<file path="src/hdl/mcme_pkg.sv">
// Shared types, constants and helpers for the multi-camera motion event block.
// No dependencies; every other file of the block imports this package.
`timescale 1ns / 1ps

package mcme_pkg;

	// Camera count of the system; the item carries four ratios, so lanes are clipped to four.
	localparam int CAMERAS = 4;
	localparam int LANES = (CAMERAS < 4) ? CAMERAS : 4;

	localparam int RATIO_W = 16;
	localparam int TIME_W = 32;
	localparam int MASK_W = 4;
	localparam int COUNT_W = 3;
	localparam int SUM_W = RATIO_W + 2;
	localparam int SETTLE_W = 10;
	localparam int CFG_IDX_W = 3;
	localparam int CFG_DATA_W = 16;

	localparam logic [SETTLE_W-1:0] SETTLE_MAX = {SETTLE_W{1'b1}};
	localparam logic [RATIO_W-1:0] ELAPSED_MAX = {RATIO_W{1'b1}};

	typedef enum logic [2:0] {
		ST_IDLE = 3'd0,
		ST_SPIKE = 3'd1,
		ST_STAB = 3'd2,
		ST_END = 3'd3,
		ST_COOL = 3'd4
	} state_t;

	typedef enum logic [1:0] {
		TO_NONE = 2'd0,
		TO_DURATION = 2'd1,
		TO_WINDOW = 2'd2
	} timeout_t;

	typedef enum logic [CFG_IDX_W-1:0] {
		CFG_SPIKE_LEVEL = 3'd0,
		CFG_QUIET_LEVEL = 3'd1,
		CFG_MIN_CAMERAS = 3'd2,
		CFG_SPIKE_WINDOW = 3'd3,
		CFG_MAX_EVENT = 3'd4,
		CFG_SETTLE_FRAMES = 3'd5,
		CFG_COOLDOWN = 3'd6
	} cfg_idx_t;

	typedef struct packed {
		logic [RATIO_W-1:0] spike_level;
		logic [RATIO_W-1:0] quiet_level;
		logic [COUNT_W-1:0] min_cameras;
		logic [15:0] window_ms;
		logic [15:0] max_event_ms;
		logic [SETTLE_W-1:0] settle_frames;
		logic [15:0] cooldown_ms;
	} cfg_t;

	// What one camera lane reports for the current frame.
	typedef struct packed {
		logic measured;
		logic spiking;
		logic [RATIO_W-1:0] ratio;
	} lane_t;

	// Merged frame summary handed to the state machine.
	typedef struct packed {
		logic [MASK_W-1:0] spiking;
		logic settled;
		logic avg_spike;
		logic peak_spike;
	} frame_t;

	typedef struct packed {
		state_t state;
		logic finished;
		logic [15:0] elapsed;
		timeout_t tkind;
		logic [COUNT_W-1:0] spiked_count;
	} result_t;

	function automatic logic [COUNT_W-1:0] popcount4(input logic [MASK_W-1:0] m);
		logic [COUNT_W-1:0] n;
		n = '0;
		for (int i = 0; i < MASK_W; i++) begin
			n = n + COUNT_W'(m[i]);
		end
		return n;
	endfunction

endpackage

</file>
<file path="src/hdl/mcme_lane.sv">
// One camera lane: masks the ratio by its measured bit and tests it against the spike level.
// Depends on mcme_pkg.
`timescale 1ns / 1ps

module mcme_lane
	import mcme_pkg::*;
(
	input  logic               measured,
	input  logic [RATIO_W-1:0] ratio,
	input  logic [RATIO_W-1:0] spike_level,
	output lane_t              lane
);

	// An unmeasured camera reads as zero and can never spike.
	always_comb begin
		lane.measured = measured;
		lane.ratio = measured ? ratio : '0;
		lane.spiking = measured && (ratio > spike_level);
	end

endmodule

</file>
<file path="src/hdl/mcme_merge.sv">
// Merges the lane results into sum, count and the level tests used by the state machine.
// Depends on mcme_pkg.
`timescale 1ns / 1ps

module mcme_merge
	import mcme_pkg::*;
(
	input  lane_t              lanes [LANES],
	input  logic [RATIO_W-1:0] spike_level,
	input  logic [RATIO_W-1:0] quiet_level,
	output frame_t             frame
);

	logic [SUM_W-1:0] sum;
	logic [COUNT_W-1:0] count;
	logic [MASK_W-1:0] spiking;
	logic [SUM_W-1:0] quiet_limit;
	logic [SUM_W-1:0] spike_limit;

	always_comb begin
		sum = '0;
		count = '0;
		spiking = '0;
		for (int i = 0; i < LANES; i++) begin
			sum = sum + SUM_W'(lanes[i].ratio);
			count = count + COUNT_W'(lanes[i].measured);
			spiking[i] = lanes[i].spiking;
		end
	end

	// The average is compared as sum against level times count, so no divider is needed.
	assign quiet_limit = SUM_W'(quiet_level) * SUM_W'(count);
	assign spike_limit = SUM_W'(spike_level) * SUM_W'(count);

	always_comb begin
		frame.spiking = spiking;
		frame.settled = (sum <= quiet_limit);
		frame.avg_spike = (sum > spike_limit);
		frame.peak_spike = |spiking;
	end

endmodule

</file>
<file path="src/hdl/mcme_fsm.sv">
// Event state machine: tracks spiked cameras, timeouts, settling and cooldown, and
// registers one result per frame. Depends on mcme_pkg.
`timescale 1ns / 1ps

module mcme_fsm
	import mcme_pkg::*;
(
	input  logic              clk,
	input  logic              arst_n,
	input  logic              step,
	input  frame_t            frame,
	input  logic [TIME_W-1:0] now,
	input  cfg_t              cfg,
	output result_t           result
);

	state_t state_q, state_d;
	logic [TIME_W-1:0] event_start_q, event_start_d;
	logic [TIME_W-1:0] cooldown_start_q, cooldown_start_d;
	logic [MASK_W-1:0] spiked_mask_q, spiked_mask_d;
	logic [SETTLE_W-1:0] settle_count_q, settle_count_d;
	result_t res_s2;

	logic [TIME_W-1:0] dur;
	logic [TIME_W-1:0] cool_dur;
	logic [MASK_W-1:0] joined_mask;
	logic [COUNT_W-1:0] joined_n;
	logic [SETTLE_W-1:0] settle_inc;
	logic over_max;
	logic over_window;
	logic enough;
	logic finished;
	timeout_t tkind;
	logic [15:0] elapsed;

	assign dur = now - event_start_q;
	assign cool_dur = now - cooldown_start_q;
	assign joined_mask = spiked_mask_q | frame.spiking;
	assign joined_n = popcount4(joined_mask);
	assign enough = (joined_n >= cfg.min_cameras);
	assign over_max = (dur > TIME_W'(cfg.max_event_ms));
	assign over_window = (dur > TIME_W'(cfg.window_ms));
	assign settle_inc = (settle_count_q < SETTLE_MAX) ? settle_count_q + 1'b1 : settle_count_q;

	// Next state and event registers.
	always_comb begin
		state_d = state_q;
		event_start_d = event_start_q;
		cooldown_start_d = cooldown_start_q;
		spiked_mask_d = spiked_mask_q;
		settle_count_d = settle_count_q;
		case (state_q)
			ST_SPIKE: begin
				spiked_mask_d = joined_mask;
				if (enough && frame.settled) begin
					state_d = ST_STAB;
					settle_count_d = SETTLE_W'(1);
				end else if (over_max || (over_window && !enough)) begin
					state_d = ST_IDLE;
				end
			end
			ST_STAB: begin
				if (over_max) begin
					state_d = ST_IDLE;
				end else if (frame.settled) begin
					settle_count_d = settle_inc;
					if (settle_inc >= cfg.settle_frames) begin
						state_d = ST_COOL;
						cooldown_start_d = now;
					end
				end else if (frame.avg_spike) begin
					state_d = ST_SPIKE;
					event_start_d = now;
					spiked_mask_d = frame.spiking;
					settle_count_d = '0;
				end else begin
					settle_count_d = '0;
				end
			end
			ST_END: begin
				state_d = ST_COOL;
				cooldown_start_d = now;
			end
			ST_COOL: begin
				if (cool_dur >= TIME_W'(cfg.cooldown_ms)) begin
					state_d = ST_IDLE;
				end else if (frame.peak_spike) begin
					state_d = ST_SPIKE;
					event_start_d = now;
					spiked_mask_d = frame.spiking;
					settle_count_d = '0;
				end
			end
			default: begin
				if (frame.peak_spike) begin
					state_d = ST_SPIKE;
					event_start_d = now;
					spiked_mask_d = frame.spiking;
					settle_count_d = '0;
				end else begin
					state_d = ST_IDLE;
				end
			end
		endcase
	end

	// Per-frame report fields.
	always_comb begin
		finished = 1'b0;
		tkind = TO_NONE;
		elapsed = '0;
		case (state_q)
			ST_SPIKE: begin
				elapsed = (dur > TIME_W'(ELAPSED_MAX)) ? ELAPSED_MAX : dur[15:0];
				if (!(enough && frame.settled)) begin
					if (over_max) begin
						tkind = TO_DURATION;
					end else if (over_window && !enough) begin
						tkind = TO_WINDOW;
					end
				end
			end
			ST_STAB: begin
				elapsed = (dur > TIME_W'(ELAPSED_MAX)) ? ELAPSED_MAX : dur[15:0];
				if (over_max) begin
					tkind = TO_DURATION;
				end else if (frame.settled && (settle_inc >= cfg.settle_frames)) begin
					finished = 1'b1;
				end
			end
			ST_END: begin
				elapsed = (dur > TIME_W'(ELAPSED_MAX)) ? ELAPSED_MAX : dur[15:0];
				finished = 1'b1;
			end
			default: begin
				finished = 1'b0;
			end
		endcase
	end

	always_ff @(posedge clk or negedge arst_n) begin
		if (!arst_n) begin
			state_q <= ST_IDLE;
			event_start_q <= '0;
			cooldown_start_q <= '0;
			spiked_mask_q <= '0;
			settle_count_q <= '0;
		end else if (step) begin
			state_q <= state_d;
			event_start_q <= event_start_d;
			cooldown_start_q <= cooldown_start_d;
			spiked_mask_q <= spiked_mask_d;
			settle_count_q <= settle_count_d;
		end
	end

	always_ff @(posedge clk) begin
		if (step) begin
			res_s2.state <= state_d;
			res_s2.finished <= finished;
			res_s2.elapsed <= elapsed;
			res_s2.tkind <= tkind;
			res_s2.spiked_count <= popcount4(spiked_mask_d);
		end
	end

	assign result = res_s2;

endmodule

</file>
<file path="src/hdl/multi_camera_motion_event_fsm.sv">
// Top level of the multi-camera motion event block: configuration registers, camera
// lanes, merge stage and state machine. Depends on mcme_pkg, mcme_lane, mcme_merge, mcme_fsm.
`timescale 1ns / 1ps

// Usage
// Each input beat is one frame cycle: a millisecond timestamp, a mask of the cameras that
// measured and one Q0.16 changed-pixel ratio per camera. Each accepted beat yields exactly
// one result beat carrying the state after the frame, the finished flag, the elapsed event
// time, the timeout kind and the number of cameras that spiked in the current event.
// Both data channels use valid and stall; a beat moves when valid is high and stall low.
// An accepted input beat is registered in stage one and moves into the result register once
// that register is free, so a stalled result can hold the frame in stage one.
// Throughput is one beat per cycle while the receiver does not stall: the lanes and merge
// fill stage one, and the state machine updates its event registers as a frame leaves
// stage one, so that register loop sets the rate.
// When the receiver stalls, the result register holds its beat; stage one can still take
// one more frame, after which in_stall is raised until the result is taken.
// Configuration writes use cfg_valid/cfg_ready (always ready) and take effect at once;
// they are meant to be issued while no frame is in flight. Indexes beyond the register
// list are ignored.
// Reset (arst_n low) empties both stages, returns the machine to idle with cleared event
// registers and loads the register defaults. There is no clearing pass.

module multi_camera_motion_event_fsm
	import mcme_pkg::*;
(
	input  logic                  clk,
	input  logic                  arst_n,
	// configuration write channel
	input  logic                  cfg_valid,
	output logic                  cfg_ready,
	input  logic [CFG_IDX_W-1:0]  cfg_index,
	input  logic [CFG_DATA_W-1:0] cfg_data,
	// input frame channel
	input  logic                  in_valid,
	output logic                  in_stall,
	input  logic [TIME_W-1:0]     now_ms,
	input  logic [MASK_W-1:0]     measured_mask,
	input  logic [RATIO_W-1:0]    ratio_cam0,
	input  logic [RATIO_W-1:0]    ratio_cam1,
	input  logic [RATIO_W-1:0]    ratio_cam2,
	input  logic [RATIO_W-1:0]    ratio_cam3,
	// result channel
	output logic                  out_valid,
	input  logic                  out_stall,
	output logic [2:0]            event_state,
	output logic                  event_done,
	output logic [15:0]           event_elapsed_ms,
	output logic [1:0]            timeout_kind,
	output logic [COUNT_W-1:0]    spiked_count
);

	cfg_t cfg_q;
	logic [RATIO_W-1:0] ratio_a [4];
	lane_t lanes [LANES];
	frame_t frame;
	frame_t frame_s1;
	logic [TIME_W-1:0] now_s1;
	logic valid_s1;
	logic valid_s2;
	logic out_free;
	logic step;
	logic take_in;
	result_t result;

	// Configuration registers. The port is always ready; each write takes the low bits
	// that the addressed register needs.
	assign cfg_ready = 1'b1;

	always_ff @(posedge clk or negedge arst_n) begin
		if (!arst_n) begin
			cfg_q.spike_level <= 16'd1311;
			cfg_q.quiet_level <= 16'd66;
			cfg_q.min_cameras <= 3'd1;
			cfg_q.window_ms <= 16'd150;
			cfg_q.max_event_ms <= 16'd2000;
			cfg_q.settle_frames <= 10'd3;
			cfg_q.cooldown_ms <= 16'd500;
		end else if (cfg_valid && cfg_ready) begin
			case (cfg_index)
				CFG_SPIKE_LEVEL:   cfg_q.spike_level <= cfg_data[RATIO_W-1:0];
				CFG_QUIET_LEVEL:   cfg_q.quiet_level <= cfg_data[RATIO_W-1:0];
				CFG_MIN_CAMERAS:   cfg_q.min_cameras <= cfg_data[COUNT_W-1:0];
				CFG_SPIKE_WINDOW:  cfg_q.window_ms <= cfg_data[15:0];
				CFG_MAX_EVENT:     cfg_q.max_event_ms <= cfg_data[15:0];
				CFG_SETTLE_FRAMES: cfg_q.settle_frames <= cfg_data[SETTLE_W-1:0];
				CFG_COOLDOWN:      cfg_q.cooldown_ms <= cfg_data[15:0];
				default: begin
				end
			endcase
		end
	end

	// Pipeline control. The result register is free when empty or being taken; stage one
	// moves into it whenever it is free, and the input is refused only when stage one is
	// full and cannot move.
	assign out_free = !valid_s2 || !out_stall;
	assign step = valid_s1 && out_free;
	assign in_stall = valid_s1 && !out_free;
	assign take_in = in_valid && !in_stall;

	// Camera lanes, one per carried ratio.
	assign ratio_a[0] = ratio_cam0;
	assign ratio_a[1] = ratio_cam1;
	assign ratio_a[2] = ratio_cam2;
	assign ratio_a[3] = ratio_cam3;

	for (genvar g = 0; g < LANES; g++) begin : g_lane
		mcme_lane u_lane (
			.measured    (measured_mask[g]),
			.ratio       (ratio_a[g]),
			.spike_level (cfg_q.spike_level),
			.lane        (lanes[g])
		);
	end

	mcme_merge u_merge (
		.lanes       (lanes),
		.spike_level (cfg_q.spike_level),
		.quiet_level (cfg_q.quiet_level),
		.frame       (frame)
	);

	// Stage one: merged frame summary and its timestamp.
	always_ff @(posedge clk or negedge arst_n) begin
		if (!arst_n) begin
			valid_s1 <= 1'b0;
		end else if (take_in) begin
			valid_s1 <= 1'b1;
		end else if (step) begin
			valid_s1 <= 1'b0;
		end
	end

	always_ff @(posedge clk) begin
		if (take_in) begin
			frame_s1 <= frame;
			now_s1 <= now_ms;
		end
	end

	// Stage two: the state machine owns the result register.
	mcme_fsm u_fsm (
		.clk    (clk),
		.arst_n (arst_n),
		.step   (step),
		.frame  (frame_s1),
		.now    (now_s1),
		.cfg    (cfg_q),
		.result (result)
	);

	always_ff @(posedge clk or negedge arst_n) begin
		if (!arst_n) begin
			valid_s2 <= 1'b0;
		end else if (out_free) begin
			valid_s2 <= valid_s1;
		end
	end

	assign out_valid = valid_s2;
	assign event_state = result.state;
	assign event_done = result.finished;
	assign event_elapsed_ms = result.elapsed;
	assign timeout_kind = result.tkind;
	assign spiked_count = result.spiked_count;

endmodule

</file>
<file path="config.mk">
export PLATFORM = sky130hd
export DESIGN_NAME = multi_camera_motion_event_fsm
export DESIGN_NICKNAME = d
export VERILOG_FILES = /design/src/hdl/mcme_pkg.sv /design/src/hdl/mcme_lane.sv /design/src/hdl/mcme_merge.sv /design/src/hdl/mcme_fsm.sv /design/src/hdl/multi_camera_motion_event_fsm.sv
export SDC_FILE = /design/constraint.sdc
export NUM_CORES = 1
export LEC_CHECK = 0
export BUFFER_PORTS_ARGS = -buffer_cell sky130_fd_sc_hd__buf_2
export CAP_MARGIN = 30
export CORE_AREA = 5 5 207 209
export CTS_CLUSTER_DIAMETER = 60
export DETAILED_ROUTE_END_ITERATION = 12
export DIE_AREA = 0 0 212 214
export GPL_ROUTABILITY_DRIVEN = 1
export HOLD_SLACK_MARGIN = 0.02
export PLACE_DENSITY_LB_ADDON = 0.12
export SETUP_SLACK_MARGIN = 0.3
export SLEW_MARGIN = 20
export SYNTH_ARGS = -nofsm -noshare
export SYNTH_HDL_FRONTEND = slang
export SYNTH_SLANG_ARGS = --single-unit
</file>
<file path="constraint.sdc">
create_clock -name clk -period 9.1 [get_ports clk]
set_input_delay 1.82 -clock clk [delete_from_list [all_inputs] [get_ports clk]]
set_output_delay 1.82 -clock clk [all_outputs]
set_load 0.01 [all_outputs]
</file>
==> results of run 1 <==
how the worst min path moves through the flow:
stage,end,slack [ns],cells after the start
3_5_place_dp,cfg_q[19],0.49,1
4_1_cts,cfg_q[57],0.51,1
3_3_place_gp,out_valid,0.48,1
2_1_floorplan,out_valid,0.46,1
5_1_grt,cfg_q[19],0.51,1
6_report,cfg_q[13],0.50,1
registers in the layout, indices dropped and copies added (netlist names):
signal,count
u_fsm.state_q,3
valid_s1,1
out_valid,1
u_fsm.event_start_q,32
u_fsm.spiked_mask_q,4
u_fsm.result,25
cfg_q,93
frame_s1,7
u_fsm.cooldown_start_q,32
now_s1,32
u_fsm.settle_count_q,10
cells by family (layout without fill, tap and decap cells):
family	after synthesis	after routing
XOR/XNOR	97	97
buffers and inverters	371	532
flip-flops	240	240
AND/OR/NAND/NOR	701	701
multiplexers	108	108
AO/OA/AOI/OAI	600	600
adder cells (fa/ha/maj)	349	349
other	1	3
cell usage in the layout, fill, tap and decap left out, drive strengths merged, types with 17 or more instances in the layout:
cell | Yosys | layout
nor2b | 31 | 31
dfrtp | 148 | 148
mux2 | 101 | 101
a21o | 61 | 61
inv | 305 | 311
a211oi | 17 | 17
o21a | 42 | 42
xnor2 | 61 | 61
nand3 | 48 | 48
nand4 | 38 | 38
clkbuf | 48 | 39
and2 | 64 | 64
o21ai | 168 | 168
nand2 | 236 | 236
a21oi | 168 | 168
fa | 53 | 53
or3 | 17 | 17
ha | 296 | 296
dfstp | 28 | 28
buf | 18 | 167
nor2 | 94 | 94
nand2b | 63 | 63
xor2 | 36 | 36
edfxtp | 64 | 64
nor3 | 44 | 44
layer usage:
layer | part of all wire (%) | vias up | routed length [µm]
met1 | 50 | 8873 | 30200
met2 | 41 | 556 | 25000
met4 | 2.3 | 0 | 1370
met3 | 7.0 | 83 | 4220
li1 | - | 8928 | -
met5 | 0 | - | 0
final cells by class:
class	count	area [µm²]
multi-input cells	1856	14400
flip-flops and latches	240	6360
fillers	3640	16200
repair buffers	169	915
inverters	305	1140
well taps	532	666
clock buffers	37	830
clock inverters	21	164
diodes	2	5.00
power groups by stage:
stage	combinational [µW]	sequential [µW]	clock, µW
floorplan	3310	1600	0
global placement	4300	1650	0
detailed placement	4420	1660	0
CTS	4460	1640	1210
global route	5070	1680	1250
finish	4520	1640	1190
metrics by stage:
step	worst slack [ns]	cells	cell area (µm²)	util (%)	total power, µW
6_report	1.73	3162	24500	60.2	7350
3_3_place_gp	1.35	3096	23400	57.6	5950
5_1_grt	1.17	3162	24500	60.2	8000
4_1_cts	1.80	3158	24400	60.1	7310
3_5_place_dp	1.18	3100	23400	57.7	6080
2_1_floorplan	2.03	2467	22200	-	4910
==> impl_results.md, run 1 <==
* # hold bufs at CTS at 0
* Drt pass-1 iters at 6
* # Post-CTS Setup Buffers at 0
* Slowest cell on the critical path: fa_1
* Maximum vdd drop at 0.188 mV
* Clock buffer depth at 3
* R2R cell count at 23
* Top_reg_cell synth: dfrtp_1
* Overall routing resource usage at 26.3%
* Yosys Warn Count at 0
* Routing usage on met3 at 4.54%
* CP bufs+invs at 4
* Vias at 18400
* I/O pins at 152
* Sw frac at 45.8%
* Iteration-0 DRC Markers at 1525
* Met1 usage at 40.9%
* Global routing's busiest layer: met1
* Vias/cell at 5.83
* RD Place Congestion at 0.987
* Max incr delay on CP at 0.77 ns
* First-pass GRT wire length at 96900 µm
* M2 GR Usage at 38.1%
* Area Growth Syn to Fin at 10.3%
* Adder-cell share of the synthesized area at 21.5%
* Clk Latency, worst-skew pair at 0.59 ns
* Starting Density at 54.6%
* Sw Pwr at 3370 µW
* Seq pwr share at 22.4%
* DP HPWL at 48500 µm
* CTS tree: built
* Library cells used by synthesis at 93
* Top-count cell post-synth: inv_1
* Post-synthesis simple-gate area fraction at 15.9%
* Netlist Area Pre-Place at 22200 µm²
* CP Max Fanout at 22
* R2r endpoint: u_fsm.event_start_q[31]
* Hold crit path type: reg -> reg
* CP startpoint kind: primary input
* Family with the most delay on the worst path: compound AO/OA/AOI/OAI gates
* Initial antenna violation count at 4
* DIE AREA at 45400 µm²
* Ys async rst share at 73.3%
* Clock network power share at 16.1%
* Fmax at 0.136 GHz
* Fin. Hold Viols at 0
* Cell taking the most area after synthesis: dfrtp_1
* Setup Viol. Count Final at 0
* IO Port Bufs at 150
* Die width at 212 µm
* XOR/XNOR share of the synthesized area at 3.83%
* Vias in the first global route at 18200
* Post-cts gate resize count at 0
* Crit path to: frame_s1[1]
* Top cells by count, synth: inv_1, ha_1, nand2_1
* Clock Sinks at 240
* # nets final at 3076
* Levels on crit path at 26
* Largest family of logic cells by synthesized area: adder cells
* Synth top area cells: dfrtp_1, ha_1, edfxtp_1
* Remaining antenna violation count at 0
* Syn Area/Cell at 8.99 µm²
* Most frequent CP cell: a21oi_1
* WHS at 0.503 ns
* Row Count at 74
* Worst path required time at 9.43 ns
* CTS H-tree lvls at 1
* Post-layout min period at 7.37 ns
* Post-synth EDFFs at 64
* Num CTS Buffers at 31
* Post-Syn Nets at 2940
* Clk_skew at 0.0165 ns
* Largest net degree at the start of global routing at 74
* Max Slew Vio Count at 0
* Setup TNS at 0 ns
* Compound-Gate Fraction of Synth Area at 17.5%
* Comb power frac at 61.5%
* Sequential element share of the synthesized area at 28.7%
* R2r startpoint: now_s1[0]
* Final period util at 80.9%
* Max-cap violations at 0
* Setup crit start: measured_mask[1]
* Internal power at 3980 µW
* Grt ovf at 0
* DRC at 0
* Top-area cell type share of the netlist area at 16.7%
* Status: completed
* RSZ-0062 raised after global routing: no
* CP arrival at 7.69 ns
* Multiplexer area fraction after synthesis at 5.94%
* Layout cells sized above 1 at 14.7%
* CORE AREA at 40600 µm²
* CTS clk-pin slew, worst paths at 0.06 ns
* Pwr dens at 301 nW/µm²
* CTS root buffer: clkbuf_16
* CP endpoint kind: flip-flop
* Pin slew with the least headroom to its limit at 0.963 ns
* R2r setup slk at 2.05 ns
* Pleak at 0.0116 µW
* WS Path Type: in -> reg
* Total wire length at 60700 µm
* Max transition margin at 35.3%
* Post-Syn Instances at 2467
* WL per Instance at 19.2 µm
* HP Start: cfg_q[13]
* Die height at 214 µm
* Synthesized flop and latch total at 240
No activity file was read; power rests on OpenSTA's default activity.
==> run 2, diff against run 1 <==
ABC_AREA = 1   (was unset)
CORE_AREA = 5 5 212 214   (was 5 5 207 209)
DIE_AREA = 0 0 217 219   (was 0 0 212 214)
clock period = 7.15 ns   (was 9.1 ns; I/O delays follow)
==> run 2 against run 1 <==
Compared with the run above: hold slack worse by 0.036 ns; clock skew rose by 0.0069 ns; die area increased by 4.8%; clock-buffer cell count grew 3; non-clock buffer count grew 1; global-route usage grew 1.0 points; register-to-register slack lost 0.56 ns; clock power increased by 42%; sequential cell count is the same; critical path type unchanged; largest cell class unchanged; highest routed layer unchanged.
==> impl_results.md, run 2 <==
* CP startpoint kind: primary input
* Fin area at 25600 µm² (+4.7%)
* Drt pass-1 iters at 5 (-1)
* Row Count at 76 (+2.7%)
* Iteration-0 DRC Markers at 1598 (+4.8%)
* Fin. Hold Viols at 0 (unchanged)
* Setup TNS at 0 ns (unchanged)
* Max reg flops at 93 (unchanged)
* HP Start: u_fsm.event_start_q[17]
* Die height at 219 µm (+2.3%)
* Layout cells sized above 1 at 8.52% (-6.2 points)
* Synthesized flop and latch total at 240 (unchanged)
* Vias at 21300 (+15%)
* Post-cts gate resize count at 0 (unchanged)
* FILL cells at 4063 (+12%)
* I/O pins at 152 (unchanged)
* Top-area cell type share of the netlist area at 16.0% (-0.70 points)
* # nets final at 3934 (+28%)
* Cell taking the most area after synthesis: dfrtp_1
* Remaining antenna violation count at 0 (unchanged)
* Pin slew with the least headroom to its limit at 1.05 ns (+0.0880 ns)
* Top-count cell post-synth: nand2_1
* Largest net degree at the start of global routing at 79 (+6.8%)
* Routing usage on met3 at 4.37% (-0.16 points)
* Overall routing resource usage at 27.3% (+1.0 points)
* CTS tree: built
* Most frequent CP cell: inv_1
* R2r startpoint: now_s1[10]
* R2r setup slk at 1.49 ns (-0.56 ns)
* Final period util at 89.8%
* Clock Sinks at 240 (unchanged)
* CP arrival at 6.83 ns (-0.86 ns)
* Fmax at 0.156 GHz
* WS Path Type: in -> reg
* Maximum vdd drop at 0.173 mV (-8.0%)
* Synth top area cells: dfrtp_1, ha_1, nand2_1
* First-pass GRT wire length at 105000 µm (+8.2%)
* DRC at 0 (unchanged)
* Netlist Area Pre-Place at 23100 µm² (+4.4%)
* Post-route total power at 9360 µW (+27%)
* Max-cap violations at 0 (unchanged)
* Max Slew Vio Count at 0 (unchanged)
* R2r endpoint: u_fsm.result[1]
* DP HPWL at 53300 µm (+10%)
* Post-Syn Nets at 3785 (+29%)
* Grt ovf at 0 (unchanged)
* Slowest cell on the critical path: fa_1
* CTS root buffer: clkbuf_16
* Max transition margin at 29.3% (-6.0 points)
* Top cells by count, synth: nand2_1, inv_1, ha_1
* Status: completed
* Worst hold endpoint: u_fsm.event_start_q[17]
* Initial antenna violation count at 6 (+2)
* WHS at 0.468 ns (-0.0355 ns)
* CORE AREA at 42700 µm² (+5.0%)
* Starting Density at 54.2% (-0.34 points)
* DIE AREA at 47500 µm² (+4.8%)
* Vias/cell at 5.27 (-9.6%)
* CTS H-tree lvls at 2 (+1)
* Leading cell type in the layout, fill and taps excluded: nand2_1
* Most frequent cells in the layout: nand2_1, inv_1, ha_1
* Clock buffer depth at 3 (unchanged)
* Total wire length at 65100 µm (+7.3%)
* Reg with most FFs: cfg_q
* Sequential element share of the synthesized area at 27.5% (-1.2 points)
* IO Port Bufs at 150 (unchanged)
* RSZ-0062 raised after global routing: no
* # Post-CTS Setup Buffers at 0 (unchanged)
* M2 GR Usage at 42.9% (+4.7 points)
* Setup Viol. Count Final at 0 (unchanged)
* Vias in the first global route at 20500 (+13%)
* Area Growth Syn to Fin at 10.6%
* Hold crit path type: reg -> reg
* R2R cell count at 23 (unchanged)
* Global routing's busiest layer: met2
* Pwr dens at 365 nW/µm² (+22%)
* Met1 usage at 40.1% (-0.71 points)
* Post-synth EDFFs at 64 (unchanged)
* Max incr delay on CP at 0.46 ns (-0.31 ns)
* CTS clk-pin slew, worst paths at 0.06 ns (about the same)
* Pleak at 0.0144 µW (+24%)
* CP endpoint kind: flip-flop
* Syn Area/Cell at 6.99 µm² (-22%)
* Die width at 217 µm (+2.4%)
* Post-Syn Instances at 3312 (+34%)
* Hold Path Depth at 2 (+1)
* Top_reg_cell synth: dfrtp_1
* Yosys Warn Count at 0 (unchanged)
* Worst path required time at 7.56 ns (-1.87 ns)
* Clk Latency, worst-skew pair at 0.56 ns (-0.03 ns)
* DP Area at 24400 µm² (+4.2%)
* CP Max Fanout at 25 (+14%)
* Clk_skew at 0.0234 ns (+0.00687 ns)
* WL per Instance at 16.1 µm (-16%)
* Post-layout min period at 6.42 ns
* Num CTS Buffers at 34 (+9.7%)
* RD Place Congestion at 0.951 (-3.6%)
* Library cells used by synthesis at 53 (-43%)
* # hold bufs at CTS at 0 (unchanged)
* Ys async rst share at 73.3% (unchanged)
## run 2: cell count changes after synthesis, moves of 31 or more
cell,delta
nand2_1,+746
inv_1,+353
nor2_1,+123
nand3_1,+111
mux2_2,-70
nand2b_1,-63
and2_1,-60
a21o_1,-58
xnor2_1,-44
o21a_1,-37
xor2_1,+37
nor2b_1,-31
## run 2: layout make-up
type / count / area, µm² / share of cell area [%]
antenna: 1 / 2.50 / 0.00977
clock buffer: 40 / 895 / 3.49
clock inverter: 22 / 224 / 0.875
inverter: 668 / 2510 / 9.79
multi-input combinational: 2347 / 14000 / 54.7
sequential: 240 / 6360 / 24.8
tap: 546 / 683 / 2.67
timing repair buffer: 170 / 935 / 3.65
## run 2: worst max path at each step
stage / startpoint / endpoint / slack (ns) / cells past startpoint
after detailed placement: measured_mask[1] / frame_s1[1] / 0.08 / 29
after floorplan: measured_mask[2] / frame_s1[1] / 0.59 / 30
after CTS: measured_mask[1] / frame_s1[1] / 0.62 / 29
after global routing: measured_mask[1] / frame_s1[1] / 0.33 / 28
after global placement: measured_mask[1] / frame_s1[1] / 0.22 / 29
final: measured_mask[1] / frame_s1[1] / 0.73 / 28
## run 2: routing by layer
layer	vias up	part of all wire [%]
met5	-	0
met4	0	2.0
met3	84	7.1
met2	578	43
met1	9845	48
li1	10800	-
## run 2: through the flow
stage	setup WS (ns)	util [%]	instances
3_3_place_gp	0.217	57.2	3965
6_report	0.729	60.0	4034
5_1_grt	0.325	60.0	4034
3_5_place_dp	0.0822	57.2	3967
2_1_floorplan	0.588	-	3312
4_1_cts	0.625	59.8	4029
## run 2: where the power goes
group / switching (µW) / internal, µW
combinational: 3580 / 1990
sequential: 240 / 1860
clock: 701 / 991
total: 4520 / 4830
## run 2: worst max-delay path, delay by kind of cell
family / cells / cell delay (ns)
AO/OA/AOI/OAI: 8 / 1.49
AND/OR/NAND/NOR: 6 / 0.71
buffers and inverters: 7 / 0.99
XOR/XNOR: 1 / 0.14
adder cells (fa/ha/maj): 6 / 2.07
## run 2: logic make-up after synthesis
kind of cell	after synthesis	synth area share [%]
AND/OR/NAND/NOR	1477	26.2
flip-flops	240	27.5
multiplexers	1	0.0432
buffers and inverters	725	12.1
other	1	0.0162
AO/OA/AOI/OAI	429	10.2
adder cells (fa/ha/maj)	349	20.6
XOR/XNOR	90	3.41
==> run 3, diff against run 2 <==
CORE_AREA = 5 5 222 224   (was 5 5 212 214)
CTS_CLUSTER_SIZE = 25   (was unset)
DIE_AREA = 0 0 227 229   (was 0 0 217 219)
==> run 3 against run 2 <==
Compared with the run above: routed wire length is 1.9% higher; highest routed layer unchanged; hold slack better by 0.0090 ns; combinational power hardly changed; die area is 9.4% higher.
==> impl_results.md, run 3 (synthesis results as in run 2) <==
* Comb power frac at 61.1% (+1.6 points)
* Initial antenna violation count at 0 (-6)
* Layout cells sized above 1 at 8.40% (-0.12 points)
* Sw frac at 49.7% (+1.4 points)
* FILL cells at 4668 (+15%)
* Post-layout min period at 6.39 ns (-0.0275 ns)
* Pleak at 0.0143 µW (-0.44%)
* Pin slew with the least headroom to its limit at 0.982 ns (-0.0692 ns)
* IO Port Bufs at 150 (unchanged)
* Drt pass-1 iters at 6 (+1)
* Internal power at 4590 µW (-5.1%)
* RD Place Congestion at 0.917 (-3.6%)
* Vias in the first global route at 20200 (-1.4%)
* # hold bufs at CTS at 0 (unchanged)
* Setup Viol. Count Final at 0 (unchanged)
* Max Slew Vio Count at 0 (unchanged)
* Clock buffer depth at 3 (unchanged)
* Pwr dens at 356 nW/µm² (-2.5%)
* CP startpoint kind: primary input
* Crit path to: frame_s1[1]
* R2R cell count at 25 (+8.7%)
* Most frequent cells in the layout: nand2_1, inv_1, ha_1
* R2r endpoint: u_fsm.result[1]
* Remaining antenna violation count at 0 (unchanged)
* Seq pwr share at 23.0% (+0.6 points)
* Vias/cell at 5.18 (-1.8%)
* Fmax at 0.156 GHz (+0.43%)
* Most frequent CP cell: inv_1
* Iteration-0 DRC Markers at 1548 (-3.1%)
* DIE AREA at 52000 µm² (+9.4%)
* Slowest cell on the critical path: fa_1
* Post-route total power at 9110 µW (-2.6%)
* R2r startpoint: now_s1[0]
* DP HPWL at 54600 µm (+2.5%)
* # nets final at 3929 (-0.13%)
* RSZ-0062 raised after global routing: no
* DRC at 0 (unchanged)
* CORE AREA at 47100 µm² (+10%)
* Vias at 21200 (-0.36%)
* Largest net degree at the start of global routing at 144 (+82%)
* Post-cts gate resize count at 0 (unchanged)
* Maximum vdd drop at 0.269 mV (+56%)
* Num CTS Buffers at 26 (-24%)
* Starting Density at 49.1% (-5.1 points)
* Row Count at 80 (+5.3%)
* N_diodes at 0 (-1)
* Max-cap violations at 0 (unchanged)
* Hold Path Depth at 2 (unchanged)
* Status: completed
* Area of the multi-input gates at 14000 µm² (about the same)
* WS Path Type: in -> reg
* Clock network power share at 15.9% (-2.2 points)
* CTS tree: built
* Sw Pwr at 4530 µW (+0.17%)
* Fin. Hold Viols at 0 (unchanged)
* Max incr delay on CP at 0.49 ns (+0.03 ns)
* Final period util at 89.4% (-0.38 points)
* Overall routing resource usage at 25.3% (-2.0 points)
* Die width at 227 µm (+4.6%)
* R2r setup slk at 1.67 ns (+0.18 ns)
* Setup TNS at 0 ns (unchanged)
* Clk Latency, worst-skew pair at 0.58 ns (+0.02 ns)
* # Post-CTS Setup Buffers at 0 (unchanged)
* CP Max Fanout at 10 (-60%)
* Reg with most FFs: cfg_q
* CTS root buffer: clkbuf_16
* Die height at 229 µm (+4.6%)
* Area Growth Syn to Fin at 10.5%
* Total wire length at 66400 µm (+1.9%)
* Sequential cell area at 6360 µm² (unchanged)
* Grt ovf at 0 (unchanged)
* CTS H-tree lvls at 1 (-1)
* Setup crit start: measured_mask[0]
* CP endpoint kind: flip-flop
* Clk_skew at 0.0180 ns (-0.00540 ns)
* Hold crit path type: reg -> reg
* Leading cell type in the layout, fill and taps excluded: nand2_1
* CP arrival at 6.83 ns (about the same)
* I/O pins at 152 (unchanged)
* WL per Instance at 16.2 µm (+0.53%)
* Max transition margin at 34.0% (+4.7 points)
* CTS clk-pin slew, worst paths at 0.08 ns (+0.02 ns)
* Final Util at 54.2% (-5.7 points)
* Clock Sinks at 240 (unchanged)
* Max reg flops at 93 (unchanged)
* Worst path required time at 7.59 ns (+0.03 ns)
* First-pass GRT wire length at 106000 µm (+1.4%)
## run 3: layout make-up
class	count	area share [%]
multi-input combinational	2347	54.7
sequential	240	24.9
inverter	668	9.80
timing repair buffer	173	3.87
tap	615	3.01
clock buffer	29	2.67
clock inverter	19	1.03
## run 3: stage by stage
stage / instance area, µm² / setup WS, ns / instances / hold slack (ns)
after detailed placement: 24500 / 0.239 / 4037 / 0.458
final: 25600 / 0.757 / 4091 / 0.477
after floorplan: 23100 / 0.588 / 3312 / 0.442
after global routing: 25600 / 0.325 / 4091 / 0.496
after CTS: 25500 / 0.855 / 4085 / 0.477
after global placement: 24500 / 0.409 / 4034 / 0.453
## run 3: power groups by stage
stage               Sequential (µW)  Combinational, µW  Clock [µW]
floorplan                      2060               4070           0
global placement               2110               5400           0
detailed placement             2120               5540           0
CTS                            2090               5570        1490
global route                   2140               6430        1550
finish                         2100               5570        1450
## run 3: critical path, delay by kind of cell
kind                     cells  cell delay [ns]
AO/OA/AOI/OAI                8             1.45
buffers and inverters        7             0.55
AND/OR/NAND/NOR              6             0.76
XOR/XNOR                     1             0.14
adder cells (fa/ha/maj)      7             2.49
## run 3: worst min path at each step
stage | from | to | slack (ns)
floorplan | u_fsm.event_start_q[10] | u_fsm.event_start_q[10] | 0.44
global placement | u_fsm.event_start_q[8] | u_fsm.event_start_q[8] | 0.45
detailed placement | u_fsm.event_start_q[8] | u_fsm.event_start_q[8] | 0.46
CTS | u_fsm.event_start_q[20] | u_fsm.event_start_q[20] | 0.48
global route | u_fsm.event_start_q[17] | u_fsm.event_start_q[17] | 0.50
finish | u_fsm.event_start_q[29] | u_fsm.event_start_q[29] | 0.48
## run 3: per-layer routing
layer	part of all wire, %	global-route usage (%)	wire [µm]
met2	43	38.9	28700
met3	6.1	3.57	4060
met1	49	38.6	32800
met4	1.4	4.02	905
met5	0	0	0
